===== config.mk =====
export PLATFORM = sky130hd
export DESIGN_NAME = pef_div
export DESIGN_NICKNAME = d
export VERILOG_FILES = /design/src/sv/postfix_expression_evaluator_top_assert.svh /design/src/sv/pef_pkg.sv /design/src/sv/pef_div.sv
export SDC_FILE = /design/constraint.sdc
export NUM_CORES = 1
export LEC_CHECK = 0
export BUFFER_PORTS_ARGS = -buffer_cell sky130_fd_sc_hd__buf_4
export CORE_MARGIN = 4
export CORE_UTILIZATION = 45
export DETAILED_ROUTE_END_ITERATION = 12
export PLACE_DENSITY = 0.77
export SYNTH_ARGS = -nofsm -noshare
export SYNTH_HDL_FRONTEND = slang
export SYNTH_SLANG_ARGS = --single-unit

===== constraint.sdc =====
create_clock -name clk -period 9.3 [get_ports clk]
set_input_delay 0 -clock clk [delete_from_list [all_inputs] [get_ports clk]]
set_output_delay 0 -clock clk [all_outputs]
set_load 0.1 [all_outputs]

===== src/sv/postfix_expression_evaluator_top_assert.svh =====
// Assertion macros used by the evaluator top level.
`ifndef POSTFIX_EXPRESSION_EVALUATOR_TOP_ASSERT_SVH
`define POSTFIX_EXPRESSION_EVALUATOR_TOP_ASSERT_SVH

// Check a consequence in the same cycle as its trigger.
`define PEF_ASSERT_SAME(lbl, ante, cons, msg) \
  lbl: assert property (@(posedge clk) disable iff (!rst_n) (ante) |-> (cons)) \
    else $error(msg);

// Check a consequence in the cycle after its trigger.
`define PEF_ASSERT_NEXT(lbl, ante, cons, msg) \
  lbl: assert property (@(posedge clk) disable iff (!rst_n) (ante) |=> (cons)) \
    else $error(msg);

`endif


===== src/sv/pef_pkg.sv =====
package pef_pkg;

  localparam int DATA_W          = 32;
  localparam int DEF_STACK_DEPTH = 128;
  localparam int CMDQ_DEPTH      = 2;
  localparam int DIV_STEPS       = DATA_W;

  // ASCII characters of interest
  localparam logic [7:0] CH_COMMA = 8'h2C;
  localparam logic [7:0] CH_ZERO  = 8'd48;
  localparam logic [7:0] CH_NINE  = 8'd57;
  localparam logic [7:0] CH_PLUS  = 8'h2B;
  localparam logic [7:0] CH_MINUS = 8'h2D;
  localparam logic [7:0] CH_STAR  = 8'h2A;
  localparam logic [7:0] CH_SLASH = 8'h2F;

  typedef logic [2:0] op_t;
  localparam op_t OP_NOP  = 3'd0;
  localparam op_t OP_PUSH = 3'd1;
  localparam op_t OP_ADD  = 3'd2;
  localparam op_t OP_SUB  = 3'd3;
  localparam op_t OP_MUL  = 3'd4;
  localparam op_t OP_DIV  = 3'd5;
  localparam op_t OP_BAD  = 3'd6;

  typedef logic [2:0] err_t;
  localparam err_t ERR_NONE     = 3'd0;
  localparam err_t ERR_OVERFLOW = 3'd1;
  localparam err_t ERR_EMPTY    = 3'd2;
  localparam err_t ERR_BAD_OP   = 3'd3;
  localparam err_t ERR_DIV_ZERO = 3'd4;

  typedef struct packed {
    op_t        op;
    logic [3:0] digit;
    logic       last;
  } cmd_t;

  typedef struct packed {
    logic              start;
    logic [DATA_W-1:0] dividend;
    logic [DATA_W-1:0] divisor;
  } div_req_t;

  typedef struct packed {
    logic              busy;
    logic              done;
    logic [DATA_W-1:0] quotient;
  } div_rsp_t;

endpackage


===== src/sv/pef_div.sv =====
module pef_div import pef_pkg::*; (
  input  logic     clk,
  input  logic     rst_n,
  input  div_req_t req,
  output div_rsp_t rsp
);

  localparam int DCW = $clog2(DIV_STEPS);

  logic              busy_r;
  logic              done_r;
  logic [DCW-1:0]    cnt_r;
  logic [DATA_W-1:0] rem_r;
  logic [DATA_W-1:0] quo_r;
  logic [DATA_W-1:0] den_r;
  logic              neg_r;
  logic [DATA_W:0]   rem_sh;
  logic [DATA_W:0]   diff;
  logic              ge;
  logic [DATA_W-1:0] mag_a;
  logic [DATA_W-1:0] mag_b;

  assign mag_a = req.dividend[DATA_W-1] ? ('0 - req.dividend) : req.dividend;
  assign mag_b = req.divisor[DATA_W-1]  ? ('0 - req.divisor)  : req.divisor;

  // One restoring step per cycle
  assign rem_sh = {rem_r, quo_r[DATA_W-1]};
  assign diff   = rem_sh - {1'b0, den_r};
  assign ge     = !diff[DATA_W];

  assign rsp.busy     = busy_r;
  assign rsp.done     = done_r;
  assign rsp.quotient = neg_r ? ('0 - quo_r) : quo_r;

  always_ff @(posedge clk) begin
    if (!rst_n) begin
      busy_r <= 1'b0;
      done_r <= 1'b0;
      cnt_r  <= '0;
    end else begin
      done_r <= 1'b0;
      if (req.start && !busy_r) begin
        busy_r <= 1'b1;
        cnt_r  <= '0;
      end else if (busy_r) begin
        cnt_r <= cnt_r + 1'b1;
        if (cnt_r == DCW'(DIV_STEPS - 1)) begin
          busy_r <= 1'b0;
          done_r <= 1'b1;
        end
      end
    end
  end

  // Load operands, then shift quotient bits in
  always_ff @(posedge clk) begin
    if (req.start && !busy_r) begin
      rem_r <= '0;
      quo_r <= mag_a;
      den_r <= mag_b;
      neg_r <= req.dividend[DATA_W-1] ^ req.divisor[DATA_W-1];
    end else if (busy_r) begin
      rem_r <= ge ? diff[DATA_W-1:0] : rem_sh[DATA_W-1:0];
      quo_r <= {quo_r[DATA_W-2:0], ge};
    end
  end

endmodule


==> run_results.csv, run 1 <==
group,metric,value,unit
run_status,run_status,"completed",
yosys,syn-instance-count,863,
power_and_ir_drop,p_sw_frac,0.450,
placement,port_buffers,100,
timing,layout_setup_ws,5470,ps
yosys,avgSynthCellArea,8.70,µm²
setup_path,cp_data_required_time,9530,ps
timing,post_route_setup_tns,0,ps
route,detail_route.iter0.violations,560,
route,antenna_left,0,
worst_hold_path,worst_hold_path_type,"in2reg",
power_and_ir_drop,clkPwrFrac,0.177,
die,die_y,137,µm
layout,syn2layout_area_growth,20.1,%
yosys,synth_flop_cell,"sky130_fd_sc_hd__edfxtp_1",
clock_network,htreeDepth,3,
setup_path,setup.worst_path.class,"reg2reg",
layout,net_count_final,1082,
power_and_ir_drop,power.switching,0.000883,W
layout,post_route_cells_drive_above_1_share,0.130,
setup_path,crit_path_start_kind,"flop",
yosys,synthesized_nets,968,
yosys,synth.ff_latch_count,104,
global_routing,grt_pass1_wl,31400,µm
die,die_ar,0.0188,mm²
power_and_ir_drop,share_comb_of_total_power,0.493,
layout,insertedDiodeCount,0,
power_and_ir_drop,vdd_ir_drop_max,0.198,mV
setup_path,worst-path-max-fanout,33,
timing,tightestPinTransition,952,ps
placement,pre_cts_ws,5510,ps
timing,setup_violations,0,
setup_path,critical_path.endpoint_type,"flop",
die,die-width,137,µm
die,rows,46,
setup_path,timing.critical_path.slowest_stage_cell,"sky130_fd_sc_hd__xor2_4",
global_routing,initial_antenna_violation_count,0,
placement,gp_congestion,0.883,
clock_network,cts-root-buf,"sky130_fd_sc_hd__clkbuf_16",
die,starting_density,0.466,
global_routing,all_layer_global_routing_usage,0.209,
yosys,mappedNetlistArea,0.00751,mm²
route,vias,6712,
clock_network,cts_made_buffers,9,
clock_network,cts_tree,"yes",
timing,grt_setup_unrepaired,"no",
route,drcViolationCount,0,
yosys,post_synthesis_cell_type_count,55,
timing,maxSlewHeadroom,0.366,
route,drt-total-wl,19200,µm
clock_network,cts_buffer_depth,2,
layout,final_design_area_no_fill,0.00902,mm²
run,count_of_max_cap_constraint_violations,0,
setup_path,crit_chain,"inv_1, ha_1, fa_1, nor2b_1, o31a_1, o211ai_1, a211oi_1, a41oi_1, xor2_4, buf_4, a211oi_1, a22oi_1, a21oi_1",
setup_path,largest_stage_delay_worst_path,530,ps
timing,worst_clock_skew,6.81,ps
timing,fin_crit,3830,ps
timing,post-route-period-util,0.411,
worst_hold_path,min_delay_path_depth,3,
clock_network,clk_sinks,104,
placement,hpwlAfterDp,13800,µm
clock_network,path_clk_slew,70,ps
layout,mostFrequentLayoutCells,"sky130_fd_sc_hd__nand2_1, sky130_fd_sc_hd__o21ai_0, sky130_fd_sc_hd__buf_4, sky130_fd_sc_hd__xnor2_1, sky130_fd_sc_hd__edfxtp_1",
global_routing,grt_residual_overflow,0,
route,drt_pre_antenna_iters,6,
power_and_ir_drop,power.leakage,3.68,nW
yosys,ys_seq_area_frac,0.364,
timing,final_hold_viol_count,0,
clock_network,insertion_delay,360,ps
setup_path,path_common_cell,"sky130_fd_sc_hd__a211oi_1",
timing,finalMaxSlewViolations,0,
die,top_level_ports,101,
yosys,yosysWarnings,0,
power_and_ir_drop,power-per-cell-area,217,mW/mm²
power_and_ir_drop,int_pwr,0.00108,W
layout,mostFrequentLayoutCell,"sky130_fd_sc_hd__nand2_1",
power_and_ir_drop,sequentialPowerShare,0.330,
placement,detailed_place.area,0.00846,mm²
setup_path,cp_data_arrival_time,4050,ps
route,routed_via_density,5.61,
global_routing,vias_in_the_first_global_route,6405,
route,drt-wirelength-per-cell,16.1,µm
yosys,postSynth.asyncResetShare,0,
die,design.core.area,0.0161,mm²
yosys,synth-edff-count,65,
timing,max_clock_freq,261,MHz
global_routing,largest_net_degree_at_the_start_of_global_routing,62,
setup_path,r2r_cells,13,
layout make-up:
cell class / instances / area (µm²)
multi-input cells: 674 / 4470
well taps: 216 / 270
inverters: 51 / 191
repair buffers: 137 / 1110
fillers: 1484 / 7090
clock inverters: 5 / 25.0
flip-flops and latches: 104 / 2730
clock buffers: 10 / 229
kinds of logic (layout without fill, tap and decap cells):
logic type / count (synthesis) / count (layout) / synth area share
AO/OA/AOI/OAI: 262 / 262 / 0.221
XOR/XNOR: 119 / 119 / 0.139
adder cells (fa/ha/maj): 38 / 38 / 0.0643
buffers and inverters: 85 / 203 / 0.0440
flip-flops: 104 / 104 / 0.364
multiplexers: 4 / 4 / 0.00533
AND/OR/NAND/NOR: 251 / 251 / 0.163
through the flow:
stage / std cells / util / total power (W) / hold WS, ps
floorplan: 863 / - / 0.00138 / 98.9
global placement: 1151 / 0.525 / 0.00158 / 253
detailed placement: 1151 / 0.525 / 0.00159 / 259
CTS: 1197 / 0.560 / 0.00195 / 5.13
global route: 1197 / 0.560 / 0.00207 / 11.9
finish: 1197 / 0.560 / 0.00196 / 15.5
Yosys cell counts (all sizes together) (4+ instances only):
cell type / count / area (µm²)
a21o: 15 / 113
a21oi: 41 / 205
a22o: 14 / 123
a31oi: 5 / 31.3
a32oi: 9 / 78.8
and3: 11 / 68.8
buf: 8 / 41.3
clkbuf: 26 / 97.6
dfxtp: 39 / 781
edfxtp: 65 / 1950
ha: 37 / 463
inv: 51 / 191
mux2i: 4 / 40.0
nand2: 110 / 413
nand2b: 12 / 75.1
nand3: 12 / 60.1
nor2: 33 / 124
nor2b: 7 / 43.8
nor3: 11 / 55.1
nor4: 6 / 37.5
o21a: 5 / 37.5
o21ai: 110 / 551
o21bai: 5 / 37.5
o31ai: 28 / 224
o41ai: 10 / 87.6
or3: 26 / 173
or4: 12 / 97.6
xnor2: 77 / 674
xor2: 42 / 368
worst max-delay path, delay by kind of cell (launching register included):
family                     cells  cell delay [ps]
buffers and inverters          2              480
AOI/OAI and AO/OA              7             1490
and+or+nand+nor                1              160
xor gates and xnor gates       1              530
adders and majority gates      2              620
DFF                            1              390
power by group through the flow:
stage | Clock [W] | Sequential [W] | Combinational (W)
after floorplan | 0 | 0.000632 | 0.000746
after global placement | 0 | 0.000651 | 0.000931
after detailed placement | 0 | 0.000653 | 0.000941
after CTS | 0.000349 | 0.000644 | 0.000957
after global routing | 0.000371 | 0.000655 | 0.00105
final | 0.000348 | 0.000647 | 0.000966
path summary, 6_finish.rpt:
| path | from | end | slack, ps |
|---|---|---|---|
| max | quo_r[31] | rem_r[26] | 5470 |
| min | req[33] | quo_r[1] | 20 |
| max reg2reg | quo_r[31] | rem_r[26] | 5470 |
| min reg2reg | rem_r[4] | rem_r[4] | 500 |
sequential cells by signal, indices dropped and copies added, names as in the netlist:
signal  count
den_r      32
quo_r      32
rem_r      32
cnt_r       5
busy_r      1
done_r      1
neg_r       1
what timing repair did:
action | in CTS | in global routing
setup buffers | 0 | 0
resized for setup | 0 | 0
hold endpoints to repair | 38 | 0
hold buffers | 31 | 0
per-layer routing:
layer,global-route usage,share of wire,vias to the layer above
met4,0.0649,0.018,0
met1,0.269,0.45,3104
met5,0,0,-
met2,0.350,0.47,219
met3,0.0471,0.061,32
li1,-,-,3357
Note: power is estimated with default switching activity, not from simulation.
==> run 2: changes to the inputs <==
==> constraint.sdc (replaced) <==
create_clock -name clk -period 3.6 [get_ports clk]
set_input_delay 0 -clock clk [delete_from_list [all_inputs] [get_ports clk]]
set_output_delay 0 -clock clk [all_outputs]
set_load 0.1 [all_outputs]
==> run 2 against run 1 <==
  * First-iteration DRC count is 31% lower
  * Total power increased to 2.7 times the previous value
  * Die area stayed put
  * Critical path type is now in2reg
  * Highest routed layer unchanged
==> run_results.csv, run 2 (same netlist as run 1, synthesis figures left out) <==
group,metric,value,unit
timing,tightestPinTransition,917,ps
setup_path,largest_stage_delay_worst_path,540,ps
layout,syn2layout_area_growth,21.3,%
power_and_ir_drop,sequentialPowerShare,0.321,
route,drcViolationCount,0,
die,starting_density,0.466,
run,count_of_max_cap_constraint_violations,0,
setup_path,cp_data_required_time,3700,ps
die,die-width,137,µm
route,routed_via_density,5.56,
layout,mostFrequentLayoutCells,"sky130_fd_sc_hd__nand2_1, sky130_fd_sc_hd__buf_4, sky130_fd_sc_hd__o21ai_0, sky130_fd_sc_hd__xnor2_1, sky130_fd_sc_hd__edfxtp_1",
clock_network,cts_made_buffers,9,
placement,gp_congestion,0.888,
global_routing,groute.layer.met1.usage,0.272,
die,die_y,137,µm
timing,post-route-period-util,0.968,
power_and_ir_drop,int_pwr,0.00295,W
route,drt_pre_antenna_iters,5,
power_and_ir_drop,share_comb_of_total_power,0.481,
setup_path,worst-path-max-fanout,4,
timing,setup_violations,0,
timing,layout_setup_ws,117,ps
timing,post_route_setup_tns,0,ps
timing,fin_crit,3480,ps
route,drt-wirelength-per-cell,15.9,µm
global_routing,all_layer_global_routing_usage,0.207,
global_routing,grt_residual_overflow,0,
setup_path,timing.critical_path.slowest_stage_cell,"sky130_fd_sc_hd__dlygate4sd3_1",
layout,insertedDiodeCount,0,
clock_network,htreeDepth,3,
setup_path,setup.worst_path.class,"in2reg",
clock_network,clk_sinks,104,
die,top_level_ports,101,
worst_hold_path,worst_hold_path_type,"in2reg",
route,detail_route.iter0.violations,386,
power_and_ir_drop,clkPwrFrac,0.199,
clock_network,path_clk_slew,70,ps
layout,net_count_final,1084,
run_status,run_status,"completed",
die,die_ar,0.0188,mm²
layout,final_design_area_no_fill,0.00911,mm²
power_and_ir_drop,power.total,0.00523,W
setup_path,crit_chain,"dlygate4sd3_1, buf_4, nor4_1, nand2_1, or3_4, or2_1, or4_4, or3_4, or3_4, o31ai_4, xnor2_1",
die,rows,46,
global_routing,vias_in_the_first_global_route,6461,
placement,port_buffers,100,
setup_path,critical_path.endpoint_type,"flop",
timing,maxSlewHeadroom,0.389,
layout,reg_top3,"den_r x32, quo_r x32, rem_r x32",
placement,hpwlAfterDp,14100,µm
die,design.core.area,0.0161,mm²
clock_network,cts-root-buf,"sky130_fd_sc_hd__clkbuf_16",
route,vias,6675,
layout,post_route_cells_drive_above_1_share,0.138,
timing,worst_clock_skew,9.42,ps
clock_network,insertion_delay,360,ps
power_and_ir_drop,power.switching,0.00228,W
placement,pre_cts_ws,250,ps
layout,fill_cells,1448,
global_routing,grt.met2_usage,0.344,
power_and_ir_drop,power.leakage,3.74,nW
timing,grt_setup_unrepaired,"no",
global_routing,largest_net_degree_at_the_start_of_global_routing,63,
clock_network,cts_tree,"yes",
global_routing,groute.layer.met3.usage,0.0449,
timing,timing.hold.ws,18.1,ps
clock_network,cts_buffer_depth,2,
global_routing,initial_antenna_violation_count,0,
placement,detailed_place.area,0.00849,mm²
global_routing,grt_busiest_layer,"met2",
setup_path,path_common_cell,"sky130_fd_sc_hd__or3_4",
timing,finalMaxSlewViolations,0,
timing,final_hold_viol_count,0,
power_and_ir_drop,power-per-cell-area,574,mW/mm²
timing,max_clock_freq,287,MHz
power_and_ir_drop,vdd_ir_drop_max,0.532,mV
route,drt-total-wl,19100,µm
setup_path,cp_data_arrival_time,3580,ps
route,antenna_left,0,
power_and_ir_drop,p_sw_frac,0.436,
setup_path,crit_path_start_kind,"primary input",
global_routing,grt_pass1_wl,31200,µm
run 2: changes by cell type in the layout (fill, tap and decap cells not counted), sizes merged:
cell          delta
bufinv           +2
dlymetal6s4s     +2
buf              +4
clkinvlp         -1
clkinv           -2
clkbuf           +2
dlygate4sd3      -4
run 2: power by group through the flow:
stage	registers, W	clock network (W)	logic, W
after global placement	0.00169	0	0.00243
after CTS	0.00167	0.00106	0.00249
after floorplan	0.00163	0	0.00193
final	0.00168	0.00104	0.00252
after global routing	0.00170	0.00111	0.00274
after detailed placement	0.00169	0	0.00246
run 2: final timing paths:
path                   from        end  slack [ps]  depth (start not counted)
setup / recovery     req[5]  den_r[29]         120                         11
hold / removal      req[44]  quo_r[12]          20                          3
setup reg to reg  quo_r[31]  rem_r[26]         340                         14
hold reg to reg    rem_r[4]   rem_r[4]         490                          2
run 2: stage by stage:
stage | instances | util
CTS | 1201 | 0.564
floorplan | 863 | -
detailed placement | 1156 | 0.527
global placement | 1156 | 0.527
global route | 1200 | 0.565
finish | 1200 | 0.565
run 2: worst max-delay path, delay by kind of cell:
| kind | cells | cell delay [ps] |
|---|---|---|
| simple gates | 7 | 2580 |
| buf+inv | 2 | 680 |
| compound gates | 1 | 230 |
| xor+xnor | 1 | 100 |
run 2: final cells by class:
class,instances,area [µm²],area share
clock buffers,12,236,0.0260
clock inverters,4,68.8,0.00755
inverters,51,191,0.0210
multi-input cells,674,4490,0.493
flip-flops and latches,104,2730,0.300
well taps,216,270,0.0297
repair buffers,139,1120,0.123
run 2: routing by layer:
metal	wire length [µm]	vias to the layer above
li1	-	3372
met1	8560	3107
met2	9110	176
met3	1130	20
met4	249	0
met5	0	-
run 2: repair_timing:
action | in CTS | in global routing
gates resized for setup | 0 | 6
setup buffers | 0 | 1
setup endpoints to repair | 0 | 4
hold buffers | 29 | 0
endpoints found under the hold margin | 36 | 0
