### src/sv/postfix_expression_evaluator_top_assert.svh
// Assertion macros used by the evaluator top level.
`ifndef POSTFIX_EXPRESSION_EVALUATOR_TOP_ASSERT_SVH
`define POSTFIX_EXPRESSION_EVALUATOR_TOP_ASSERT_SVH

// Check a consequence in the same cycle as its trigger.
`define PEF_ASSERT_SAME(lbl, ante, cons, msg) \
  lbl: assert property (@(posedge clk) disable iff (!rst_n) (ante) |-> (cons)) \
    else $error(msg);

// Check a consequence in the cycle after its trigger.
`define PEF_ASSERT_NEXT(lbl, ante, cons, msg) \
  lbl: assert property (@(posedge clk) disable iff (!rst_n) (ante) |=> (cons)) \
    else $error(msg);

`endif

### src/sv/pef_pkg.sv
package pef_pkg;

  localparam int DATA_W          = 32;
  localparam int DEF_STACK_DEPTH = 128;
  localparam int CMDQ_DEPTH      = 2;
  localparam int DIV_STEPS       = DATA_W;

  // ASCII characters of interest
  localparam logic [7:0] CH_COMMA = 8'h2C;
  localparam logic [7:0] CH_ZERO  = 8'd48;
  localparam logic [7:0] CH_NINE  = 8'd57;
  localparam logic [7:0] CH_PLUS  = 8'h2B;
  localparam logic [7:0] CH_MINUS = 8'h2D;
  localparam logic [7:0] CH_STAR  = 8'h2A;
  localparam logic [7:0] CH_SLASH = 8'h2F;

  typedef logic [2:0] op_t;
  localparam op_t OP_NOP  = 3'd0;
  localparam op_t OP_PUSH = 3'd1;
  localparam op_t OP_ADD  = 3'd2;
  localparam op_t OP_SUB  = 3'd3;
  localparam op_t OP_MUL  = 3'd4;
  localparam op_t OP_DIV  = 3'd5;
  localparam op_t OP_BAD  = 3'd6;

  typedef logic [2:0] err_t;
  localparam err_t ERR_NONE     = 3'd0;
  localparam err_t ERR_OVERFLOW = 3'd1;
  localparam err_t ERR_EMPTY    = 3'd2;
  localparam err_t ERR_BAD_OP   = 3'd3;
  localparam err_t ERR_DIV_ZERO = 3'd4;

  typedef struct packed {
    op_t        op;
    logic [3:0] digit;
    logic       last;
  } cmd_t;

  typedef struct packed {
    logic              start;
    logic [DATA_W-1:0] dividend;
    logic [DATA_W-1:0] divisor;
  } div_req_t;

  typedef struct packed {
    logic              busy;
    logic              done;
    logic [DATA_W-1:0] quotient;
  } div_rsp_t;

endpackage

### src/sv/pef_front.sv
module pef_front import pef_pkg::*; (
  input  logic       clk,
  input  logic       rst_n,
  input  logic       push,
  output logic       full,
  input  logic [7:0] in_symbol,
  input  logic       in_final_symbol,
  output logic       cmd_valid,
  output cmd_t       cmd,
  input  logic       cmd_pop
);

  localparam int QAW = (CMDQ_DEPTH > 1) ? $clog2(CMDQ_DEPTH) : 1;
  localparam int QCW = $clog2(CMDQ_DEPTH + 1);

  cmd_t           q_r [CMDQ_DEPTH];
  logic [QAW-1:0] wr_ptr_r;
  logic [QAW-1:0] rd_ptr_r;
  logic [QCW-1:0] count_r;
  cmd_t           cls;
  logic [7:0]     digit_full;
  logic           wr_en;
  logic           rd_en;

  // Classify the incoming character
  assign digit_full = in_symbol - CH_ZERO;

  always_comb begin
    cls.digit = digit_full[3:0];
    cls.last  = in_final_symbol;
    unique case (in_symbol) inside
      CH_COMMA:          cls.op = OP_NOP;
      [CH_ZERO:CH_NINE]: cls.op = OP_PUSH;
      CH_PLUS:           cls.op = OP_ADD;
      CH_MINUS:          cls.op = OP_SUB;
      CH_STAR:           cls.op = OP_MUL;
      CH_SLASH:          cls.op = OP_DIV;
      default:           cls.op = OP_BAD;
    endcase
  end

  assign full      = (count_r == QCW'(CMDQ_DEPTH));
  assign cmd_valid = (count_r != '0);
  assign cmd       = q_r[rd_ptr_r];
  assign wr_en     = push && !full;
  assign rd_en     = cmd_pop && cmd_valid;

  // Advance pointers and fill count
  always_ff @(posedge clk) begin
    if (!rst_n) begin
      wr_ptr_r <= '0;
      rd_ptr_r <= '0;
      count_r  <= '0;
    end else begin
      if (wr_en) begin
        wr_ptr_r <= (wr_ptr_r == QAW'(CMDQ_DEPTH - 1)) ? '0 : wr_ptr_r + 1'b1;
      end
      if (rd_en) begin
        rd_ptr_r <= (rd_ptr_r == QAW'(CMDQ_DEPTH - 1)) ? '0 : rd_ptr_r + 1'b1;
      end
      if (wr_en && !rd_en) begin
        count_r <= count_r + 1'b1;
      end else if (rd_en && !wr_en) begin
        count_r <= count_r - 1'b1;
      end
    end
  end

  // Store the classified beat
  always_ff @(posedge clk) begin
    if (wr_en) begin
      q_r[wr_ptr_r] <= cls;
    end
  end

endmodule

### config.mk
export PLATFORM = sky130hd
export DESIGN_NAME = pef_front
export DESIGN_NICKNAME = d
export VERILOG_FILES = /design/src/sv/postfix_expression_evaluator_top_assert.svh /design/src/sv/pef_pkg.sv /design/src/sv/pef_front.sv
export SDC_FILE = /design/constraint.sdc
export NUM_CORES = 1
export LEC_CHECK = 0
export BUFFER_PORTS_ARGS = -buffer_cell sky130_fd_sc_hd__buf_2
export CAP_MARGIN = 40
export CORE_UTILIZATION = 30
export CTS_CLUSTER_DIAMETER = 200
export CTS_CLUSTER_SIZE = 8
export DETAILED_ROUTE_END_ITERATION = 10
export PLACE_DENSITY_LB_ADDON = 0.15
export SYNTH_ARGS = -nofsm -noshare
export SYNTH_HDL_FRONTEND = slang
export SYNTH_SLANG_ARGS = --single-unit
### constraint.sdc
create_clock -name clk -period 1.65 [get_ports clk]
set_input_delay 0.165 -clock clk [delete_from_list [all_inputs] [get_ports clk]]
set_output_delay 0.165 -clock clk [all_outputs]
set_load 0.02 [all_outputs]
==> results.md, run 1 <==
- I/O pin total: 23
- Share of layout cells above drive strength 1: a little over two fifths
- CTS Root Cell: clkbuf_4
- Period utilization: around 94%
- Clk_lat worst skew: between 200 and 300 ps
- Vias: between 600 and 700
- Tot GR Track Use: between 10% and 20%
- # setup viols final: 0
- Initial Util: about a third
- Layout area overhead: 20.33%
- Post-Route Skew: 2.013 ps
- Worst-path fanout max: 5
- Top-count cell post-synth: edfxtp_1
- Crit path cell chain: nand2b_1 -> inv_1 -> nor2_1 -> ha_1 -> or3_1 -> a21oi_1
- Max Slew Vio Count: 0
- Yosys reg bits: 21
- Die Span X: ~57 µm
- Critical path class: reg2reg
- Hold Vio Cnt, Final: 0
- Main synth FF type: edfxtp_1
- Cts hold-fix bufs: 0
- Die height: between 50 and 60 µm
- Vias in the first global route: around 560
- Yosys cell types: 25
- Area of the multi-input gates: ~320 µm²
- Final instance area: approximately 1100 µm²
- GRT Residual Overflow: 0
- Slew @ Worst Pin: slightly above 400 ps
- HPWL after detailed placement: around 1.1 mm
- Reg area: approximately 580 µm²
- Clock slew at reported path FFs: around 110 ps
- Total power: 1503 µW
- CP Launch Type: flip-flop
- CTS buffer count: 3
- Max_cap viols: 0
- Req. time, crit path: around 1900 ps
- Fin nets: 110
- Power density cells: about 1400 nW/µm²
- Dpl ws: a little over 100 ps
- Ant. Diodes: 0
- Slowest CP cell: dfxtp_2
- Post-synth top area cell: edfxtp_1
- CP endpoint kind: flip-flop
- DRT antenna net count: 0
- Post-Synthesis Cells: between 60 and 70
- Initial antenna violation count: 0
- DR iter-0 viols: 25
- Post-Syn Nets: 82
- Fin util: 39.27%
- Total wire length: between 1.5 and 2 mm
- Register area share after synthesis: approximately 63%
- Max Root-Sink Buffers: 2
- Worst EP arrival: 1780 ps
- Status: complete, but fails checks
- Via-to-Cell Ratio: between 4 and 5
- Syn Area/Cell: approximately 14 µm²
- Netlist Area Pre-Place: 923.4 µm²
- Relative slew slack: around 72%
- Synth warn: 0
- Final setup TNS: 0 ps
- Row Count: 19
- P_leak: roughly 0.00044 µW
- Post-synth EDFFs: 16
- Post-layout min period: 1543 ps
- RSZ-0062 raised after global routing: no
- Hold Crit Class: in2reg
- Die Area: about 3300 µm²
- Number of port buffers: 22
- Maximum vdd ir drop: just over 0.0005 V
- Drt first pass iters: 7
- Top area cells in the synthesized netlist: edfxtp_1 (52%), dfxtp_1 (11%), mux2_2 (9.8%)
- Clk sinks: 21
- Post-Place Cell Area: 1082 µm²
- First-pass GRT wire length: approximately 2.5 mm
- Max stage delay on crit path: approximately 360 ps
- H-tree Lvls: 1
- Asr flop ratio synth: 0%
- DR DRC count: 1
- Yosys top cell area share: roughly 52%
- Core Area: around 2800 µm²
- TritonCTS clock tree: done
- Post-CTS Setup Inserts: 0
- Largest net degree at the start of global routing: 12
- Post-synth top cells: edfxtp_1 (16), mux2_2 (8), dfxtp_1 (5)
- # fillers: 290
- GP Congestion: 0.7949
- Failing checks: design-rule violations
- Max Freq: ~650 MHz
- Final setup margin: roughly 110 ps
- Wire per inst: ~13 µm
-- cells in the final DEF (no fill, tap or decap) --
cell type  instances
buf_2             22
edfxtp_1          16
mux2_2             8
inv_1              4
nor2_1             4
o21ai_0            4
xor2_1             4
nor2b_1            3
clkbuf_4           3
dfxtp_1            3
nand2b_1           2
a21oi_1            2
a21bo_2            2
dfxtp_2            2
buf_4              2
a41o_1             1
nand3b_1           1
nor3b_1            1
a32oi_1            1
or2_2              1
nand2_1            1
o211ai_1           1
and3_1             1
nor3_2             1
a21boi_0           1
o21a_1             1
or3_1              1
ha_1               1
clkbuf_1           1
-- through the flow --
| step | hold WS, ps | cells |
|---|---|---|
| 2_1_floorplan | 263.9 | 68 |
| 4_1_cts | 52.18 | 126 |
| 6_report | 60.57 | 126 |
| 5_1_grt | 42.11 | 126 |
| 3_5_place_dp | 368.1 | 122 |
| 3_3_place_gp | 358.6 | 122 |
-- final timing paths --
path	from	endpoint	slack [ps]	depth (start not counted)
setup reg to reg	count_r[0]$_SDFFE_PN0P_	count_r[1]$_SDFFE_PN0P_	110	6
hold / removal	in_final_symbol	q_r[1][0]$_DFFE_PP_	60	1
setup / recovery	count_r[0]$_SDFFE_PN0P_	count_r[1]$_SDFFE_PN0P_	110	6
hold reg to reg	rd_ptr_r$_SDFFE_PN0P_	flip-flop	520	2
-- routing by layer --
| layer | global-route usage, % | routed length [µm] |
|---|---|---|
| met5 | 0 | 0 |
| met4 | 6.272 | 21 |
| met3 | 2.948 | 100 |
| met2 | 15.45 | 685 |
| met1 | 13.69 | 801 |
-- critical path, delay by kind of cell, from the launching register on --
kind | cells | cell delay (ps)
AOI/OAI and AO/OA | 1 | 130
adders and majority gates | 1 | 320
buffers and inverters | 1 | 110
DFF | 1 | 360
and+or+nand+nor | 3 | 570
-- state kept, by name, summed over array words and instances (netlist names), named ones only --
| signal | flops |
|---|---|
| rd_ptr_r | 1 |
| wr_ptr_r | 1 |
| count_r | 2 |
| q_r | 16 |
-- logic make-up (layout without fill, tap and decap cells) --
logic type / Yosys count / in the layout / synth area share, %
multiplexers: 8 / 8 / 9.756
adder cells (fa/ha/maj): 1 / 1 / 1.355
buffers and inverters: 5 / 32 / 2.167
AO/OA/AOI/OAI: 13 / 13 / 9.893
AND/OR/NAND/NOR: 16 / 16 / 10.16
flip-flops: 21 / 21 / 62.87
XOR/XNOR: 4 / 4 / 3.794
-- report_power, final --
| group | switching, µW | total (µW) | internal, µW | leakage [µW] |
|---|---|---|---|---|
| registers | 66.7 | 738 | 671 | 0.000184 |
| logic | 288 | 523 | 235 | 0.000239 |
| clock network | 148 | 242 | 94.0 | 0.0000150 |
| total | 503 | 1500 | 1000 | 0.000438 |
-- timing repair --
item,in CTS,in global routing
endpoints found under the hold margin,0,0
endpoints found under the setup margin,0,9
resized for setup,0,2
-- area by class of cell --
class	count	share of cell area, %
sequential	21	52.48
multi-input combinational	42	29.05
timing repair buffer	24	11.26
tap	31	3.491
clock buffer	4	2.365
inverter	4	1.351
Power figures use the tool's default switching activity.
==> run 2: changes to the inputs <==
- RECOVER_POWER: not set -> 25
- SLEW_MARGIN: not set -> 0
==> run 2 against run 1 <==
Effect of this change: the flow still finishes with violations (design-rule violations); global-route usage unchanged; highest routed layer unchanged; routed wire length shrank 0.25%; setup slack about the same.
==> results.md, run 2 (synthesized netlist as in run 1, its figures left out) <==
- Power density cells: 1357 nW/µm² (+0.31%)
- P_leak: 0.0004247 µW (-3.1%)
- Number of port buffers: 22 (unchanged)
- CTS Root Cell: clkbuf_4
- Max stage delay on crit path: 360 ps (about the same)
- Worst EP arrival: 1780 ps (about the same)
- Layout area overhead: 19.65%
- Post-Route Skew: 0.8760 ps (-1.137 ps)
- # fillers: 289 (-0.34%)
- Drt first pass iters: 7 (unchanged)
- Share of layout cells above drive strength 1: 37.89% (-5.3 points)
- Die Span X: 57.48 µm (unchanged)
- H-tree Lvls: 1 (unchanged)
- Max Root-Sink Buffers: 2 (unchanged)
- Max Slew Vio Count: 0 (unchanged)
- Fin nets: 110 (unchanged)
- Clk_lat worst skew: 290 ps (about the same)
- Relative slew slack: 72.37% (about the same)
- Largest net degree at the start of global routing: 12 (unchanged)
- Crit path cell chain: nand2b_1 -> inv_1 -> nor2_1 -> ha_1 -> or3_1 -> a21oi_1
- First-pass GRT wire length: 2.518 mm (unchanged)
- Final setup TNS: 0 ps (unchanged)
- Hold Crit Class: in2reg
- DR DRC count: 1 (unchanged)
- Status: complete, but fails checks
- Commonest non-fill, non-tap cell in the layout: buf_2
- Req. time, crit path: 1890 ps (about the same)
- GRT Residual Overflow: 0 (unchanged)
- Tot GR Track Use: 10.49% (unchanged)
- RSZ-0062 raised after global routing: no
- Clk sinks: 21 (unchanged)
- Failing checks: design-rule violations
- CP endpoint kind: flip-flop
- Max Freq: 648.2 MHz (about the same)
- Maximum vdd ir drop: 0.0005070 V (about the same)
- TritonCTS clock tree: done
- Commonest non-fill, non-tap cells in the layout: buf_2 (17), edfxtp_1 (16), mux2_2 (8)
- Max_cap viols: 0 (unchanged)
- Core Area: 2829 µm² (unchanged)
- Slowest CP cell: dfxtp_2
- GP Congestion: 0.7949 (unchanged)
- Post-layout min period: 1543 ps (-0.01000 ps)
- Hold Vio Cnt, Final: 0 (unchanged)
- DRT antenna net count: 0 (unchanged)
- Vias in the first global route: 559 (unchanged)
- Largest registers: q_r: 16 flops, count_r: 2 flops
- Die Area: 3304 µm² (unchanged)
- Fin util: 39.05% (-0.22 points)
- Wire per inst: 12.73 µm (-0.25%)
- Number of flip-flops in the largest register: 16 (unchanged)
- I/O pin total: 23 (unchanged)
- Vias: 603 (+0.17%)
- Initial antenna violation count: 0 (unchanged)
- # setup viols final: 0 (unchanged)
- Via-to-Cell Ratio: 4.786 (+0.17%)
- Die height: 57.48 µm (unchanged)
- CP Launch Type: flip-flop
- CTS buffer count: 3 (unchanged)
- Total power: 1499 µW (-0.25%)
- Row Count: 19 (unchanged)
- DR iter-0 viols: 23 (-8.0%)
- Clock slew at reported path FFs: 110 ps (about the same)
- HPWL after detailed placement: 1.143 mm (unchanged)
- Initial Util: 32.64% (unchanged)
- Ant. Diodes: 0 (unchanged)
- Period utilization: 93.50% (about the same)
- Critical path class: reg2reg
- Total wire length: 1.604 mm (-0.25%)
- Slew @ Worst Pin: 414.4 ps (+0.3992 ps)
- Worst-path fanout max: 5 (unchanged)
- Top reg by flops: q_r
run 2: per-stage QoR:
stage | instances | worst slack, ps | hold WS (ps) | cell area [µm²]
3_3_place_gp | 122 | 149.2 | 358.6 | 1082
2_1_floorplan | 68 | 59.94 | 263.9 | 923.4
6_report | 126 | 107.2 | 78.95 | 1105
5_1_grt | 126 | 13.69 | 76.85 | 1105
3_5_place_dp | 122 | 103.7 | 368.1 | 1082
4_1_cts | 126 | 22.15 | 52.18 | 1109
run 2: power breakdown:
| part | switching, µW | leakage [µW] | internal [µW] |
|---|---|---|---|
| Clock | 146 | 0.0000150 | 93.9 |
| Combinational | 288 | 0.000226 | 234 |
| Sequential | 66.7 | 0.000184 | 671 |
run 2: repair_timing:
| item | in CTS | in global routing |
|---|---|---|
| endpoints found under the hold margin | 0 | 0 |
| setup endpoints to repair | 0 | 9 |
| hold buffers | 0 | 0 |
| gates resized for setup | 0 | 2 |
| setup buffers | 0 | 0 |
run 2: worst paths after layout:
kind / slack (ps) / cells after the start / startpoint / to
setup reg to reg: 110 / 6 / count_r[0]$_SDFFE_PN0P_ / count_r[1]$_SDFFE_PN0P_
hold reg to reg: 520 / 2 / rd_ptr_r$_SDFFE_PN0P_ / flip-flop
hold / removal: 80 / 1 / in_final_symbol / q_r[1][0]$_DFFE_PP_
setup / recovery: 110 / 6 / count_r[0]$_SDFFE_PN0P_ / count_r[1]$_SDFFE_PN0P_
run 2: cell type report:
| cell class | count | area, µm² | area share [%] |
|---|---|---|---|
| Sequential cell | 21 | 583.1 | 52.77 |
| Multi-Input combinational cell | 42 | 322.8 | 29.22 |
| Timing Repair Buffer | 24 | 118.9 | 10.76 |
| Tap cell | 31 | 38.79 | 3.511 |
| Clock buffer | 4 | 26.28 | 2.378 |
| Inverter | 4 | 15.01 | 1.359 |
run 2: routing by layer:
layer	GRT usage [%]	wire length, µm
met5	0	0
met4	6.272	21
met3	2.948	97
met2	15.45	679
met1	13.69	806
run 2: critical path, delay by kind of cell, from the launching register on:
family,cells,cell delay (ps)
buf+inv,1,110
compound gates,1,130
fa+ha+maj,1,320
simple gates,3,570
flops,1,360
==> run 3: changes to the inputs <==
--- a/config.mk
+++ b/config.mk
@@ -15,2 +15,3 @@
 export RECOVER_POWER = 25
+export SKIP_LAST_GASP = 1
 export SLEW_MARGIN = 0
==> constraint.sdc (replaced) <==
create_clock -name clk -period 1.65 [get_ports clk]
set_input_delay 0.33 -clock clk [delete_from_list [all_inputs] [get_ports clk]]
set_output_delay 0.33 -clock clk [all_outputs]
set_load 0.02 [all_outputs]
==> run 3 against run 2 <==
Effect of this change: the flow still finishes with violations (design-rule violations); highest routed layer unchanged; critical path depth fell by 4; sequential power rose by 0.5%; fmax fell by 1.3%; final cell count did not move; sequential share of layout area barely moved; clock power barely moved; clock-buffer cell count did not move; die area did not move; global-route usage rose by 0.38 points.
==> results.md, run 3 (synthesized netlist as in run 1, its figures left out) <==
- Die Area: 3304 µm² (unchanged)
- Top reg by flops: q_r
- Vias in the first global route: 577 (+3.2%)
- Commonest non-fill, non-tap cell in the layout: buf_2
- Hold WS: 217.0 ps (+138.0 ps)
- Req. time, crit path: 1320 ps (-570 ps)
- R2R depth: 6 (unchanged)
- GR Util met2: 15.78% (+0.33 points)
- Max Slew Vio Count: 0 (unchanged)
- Worst EP arrival: 1230 ps (-550 ps)
- Clock slew at reported path FFs: 110 ps (about the same)
- CP endpoint kind: primary output
- Final setup margin: 86.98 ps (-20.25 ps)
- Cts hold-fix bufs: 0 (unchanged)
- Power density cells: 1359 nW/µm² (+0.14%)
- Clk_lat worst skew: 290 ps (about the same)
- Clock share of power: 15.9% (about the same)
- Dpl ws: 86.45 ps (-17.28 ps)
- Clk sinks: 21 (unchanged)
- Ant. Diodes: 0 (unchanged)
- Initial Util: 32.64% (unchanged)
- RSZ-0062 raised after global routing: yes
- Max Freq: 639.8 MHz (-1.3%)
- Post-layout min period: 1563 ps (+20.25 ps)
- Largest registers: q_r: 16 flops, count_r: 2 flops
- Core Area: 2829 µm² (unchanged)
- DRT antenna net count: 0 (unchanged)
- M3 GR Usage: 3.401% (+0.45 points)
- Commonest non-fill, non-tap cells in the layout: buf_2 (18), edfxtp_1 (16), mux2_2 (8)
- Worst-path fanout max: 8 (+3)
- P_leak: 0.0004255 µW (+0.21%)
- Row Count: 19 (unchanged)
- P_sw: 502.9 µW (+0.46%)
- Hold Crit Depth: 1 (unchanged)
- Die height: 57.48 µm (unchanged)
- Fin util: 39.19% (+0.13 points)
- Largest net degree at the start of global routing: 12 (unchanged)
- CP Launch Type: flip-flop
- Critical path class: reg2out
- Critical R2R Launch: count_r[0]$_SDFFE_PN0P_
- Logic pwr share: 34.9% (about the same)
- Initial antenna violation count: 0 (unchanged)
- Post-Route Skew: 2.291 ps (+1.415 ps)
- Failing checks: design-rule violations
- Number of flip-flops in the largest register: 16 (unchanged)
- Max Root-Sink Buffers: 2 (unchanged)
- Status: complete, but fails checks
- First-pass GRT wire length: 2.635 mm (+4.6%)
- R2R Path End: count_r[1]$_SDFFE_PN0P_
- Net Sw Frac: 33.38% (about the same)
- GP Congestion: 0.7967 (+0.23%)
- Wire per inst: 12.44 µm (-2.2%)
- Period utilization: 94.73% (+1.2 points)
- Worst hold start: in_final_symbol
- # setup viols final: 0 (unchanged)
- DR iter-0 viols: 20 (-13%)
- Via-to-Cell Ratio: 4.817 (+0.66%)
- Relative slew slack: 73.95% (+1.6 points)
- CTS buffer count: 3 (unchanged)
- GRT Residual Overflow: 0 (unchanged)
- Vias: 607 (+0.66%)
- I/O pin total: 23 (unchanged)
- Final instance area: 1109 µm² (+0.34%)
- Sequential share of power: 49.2% (about the same)
- Placed insts: 122 (unchanged)
- Hold Vio Cnt, Final: 0 (unchanged)
- Drt first pass iters: 7 (unchanged)
- Non-filler cells, final: 126 (unchanged)
- Post-Place Cell Area: 1082 µm² (unchanged)
- Total wire length: 1.568 mm (-2.2%)
- FF-to-FF setup slack: 100 ps (about the same)
- TritonCTS clock tree: done
- Layout area overhead: 20.05%
- Internal power: 1004 µW (+0.49%)
- GRT busiest layer: met2
- Met1 GRT Util: 14.27% (+0.58 points)
- Tot GR Track Use: 10.88% (+0.38 points)
- Die Span X: 57.48 µm (unchanged)
- Hold Crit Class: in2reg
- H-tree Lvls: 1 (unchanged)
- DR DRC count: 1 (unchanged)
- Maximum vdd ir drop: 0.0006004 V (+18%)
- Fin nets: 110 (unchanged)
- Number of port buffers: 22 (unchanged)
- Slew @ Worst Pin: 390.7 ps (-23.74 ps)
- CTS Root Cell: clkbuf_4
- Endpoint, Worst Hold: q_r[0][0]$_DFFE_PP_
- HPWL after detailed placement: 1.145 mm (+0.18%)
- Max_cap viols: 0 (unchanged)
- Share of layout cells above drive strength 1: 40.00% (+2.1 points)
[run 3: changes by cell type in the layout (fill, tap and decap cells not counted)]
cell | before | now
buf_2 | 17 | 18
clkbuf_1 | 6 | 5
dfxtp_2 | 2 | 1
dfxtp_4 | 0 | 1
inv_1 | 4 | 3
inv_2 | 0 | 1
[run 3: area by class of cell]
type,count,area [µm²]
clock buffer,4,26.28
tap,31,38.79
multi-input combinational,42,322.8
inverter,4,15.01
sequential,21,585.6
timing repair buffer,24,120.1
fill,278,1720
[run 3: worst max path at each step]
stage                                    to                    start  cells after the start
finish                               cmd[6]                flip-flop                      2
global route        count_r[1]$_SDFFE_PN0P_  count_r[0]$_SDFFE_PN0P_                      6
CTS                                  cmd[6]                flip-flop                      2
detailed placement  count_r[1]$_SDFFE_PN0P_  count_r[0]$_SDFFE_PN0P_                      6
global placement    count_r[1]$_SDFFE_PN0P_  count_r[0]$_SDFFE_PN0P_                      6
floorplan           count_r[1]$_SDFFE_PN0P_  count_r[0]$_SDFFE_PN0P_                      6
[run 3: per-stage QoR]
| step | setup TNS, ps | power (µW) |
|---|---|---|
| after floorplan | 0 | 1103 |
| after global placement | 0 | 1263 |
| after detailed placement | 0 | 1272 |
| after CTS | 0 | 1519 |
| after global routing | -7.827 | 1612 |
| final | 0 | 1507 |
[run 3: power groups by stage]
stage          registers (µW)  logic, µW  clock network [µW]
2_1_floorplan             710        393                   0
6_report                  742        526                 239
4_1_cts                   738        530                 251
3_3_place_gp              744        519                   0
3_5_place_dp              747        525                   0
5_1_grt                   756        580                 276
[run 3: metal layers]
metal,share of wire [%],up-vias
li1,-,305
met1,49,281
met2,44,19
met3,5.7,2
met4,1.3,0
met5,0,-
[run 3: what timing repair did]
| action | CTS | global route |
|---|---|---|
| endpoints found under the hold margin | 0 | 0 |
| setup endpoints to repair | 8 | 9 |
| setup buffers | 0 | 0 |
| resized for setup | 1 | 3 |
[run 3: worst max-delay path, stage by stage, from the launching register on]
cell	delay, ps
dfxtp_4	430
mux2_2	350
buf_2	160
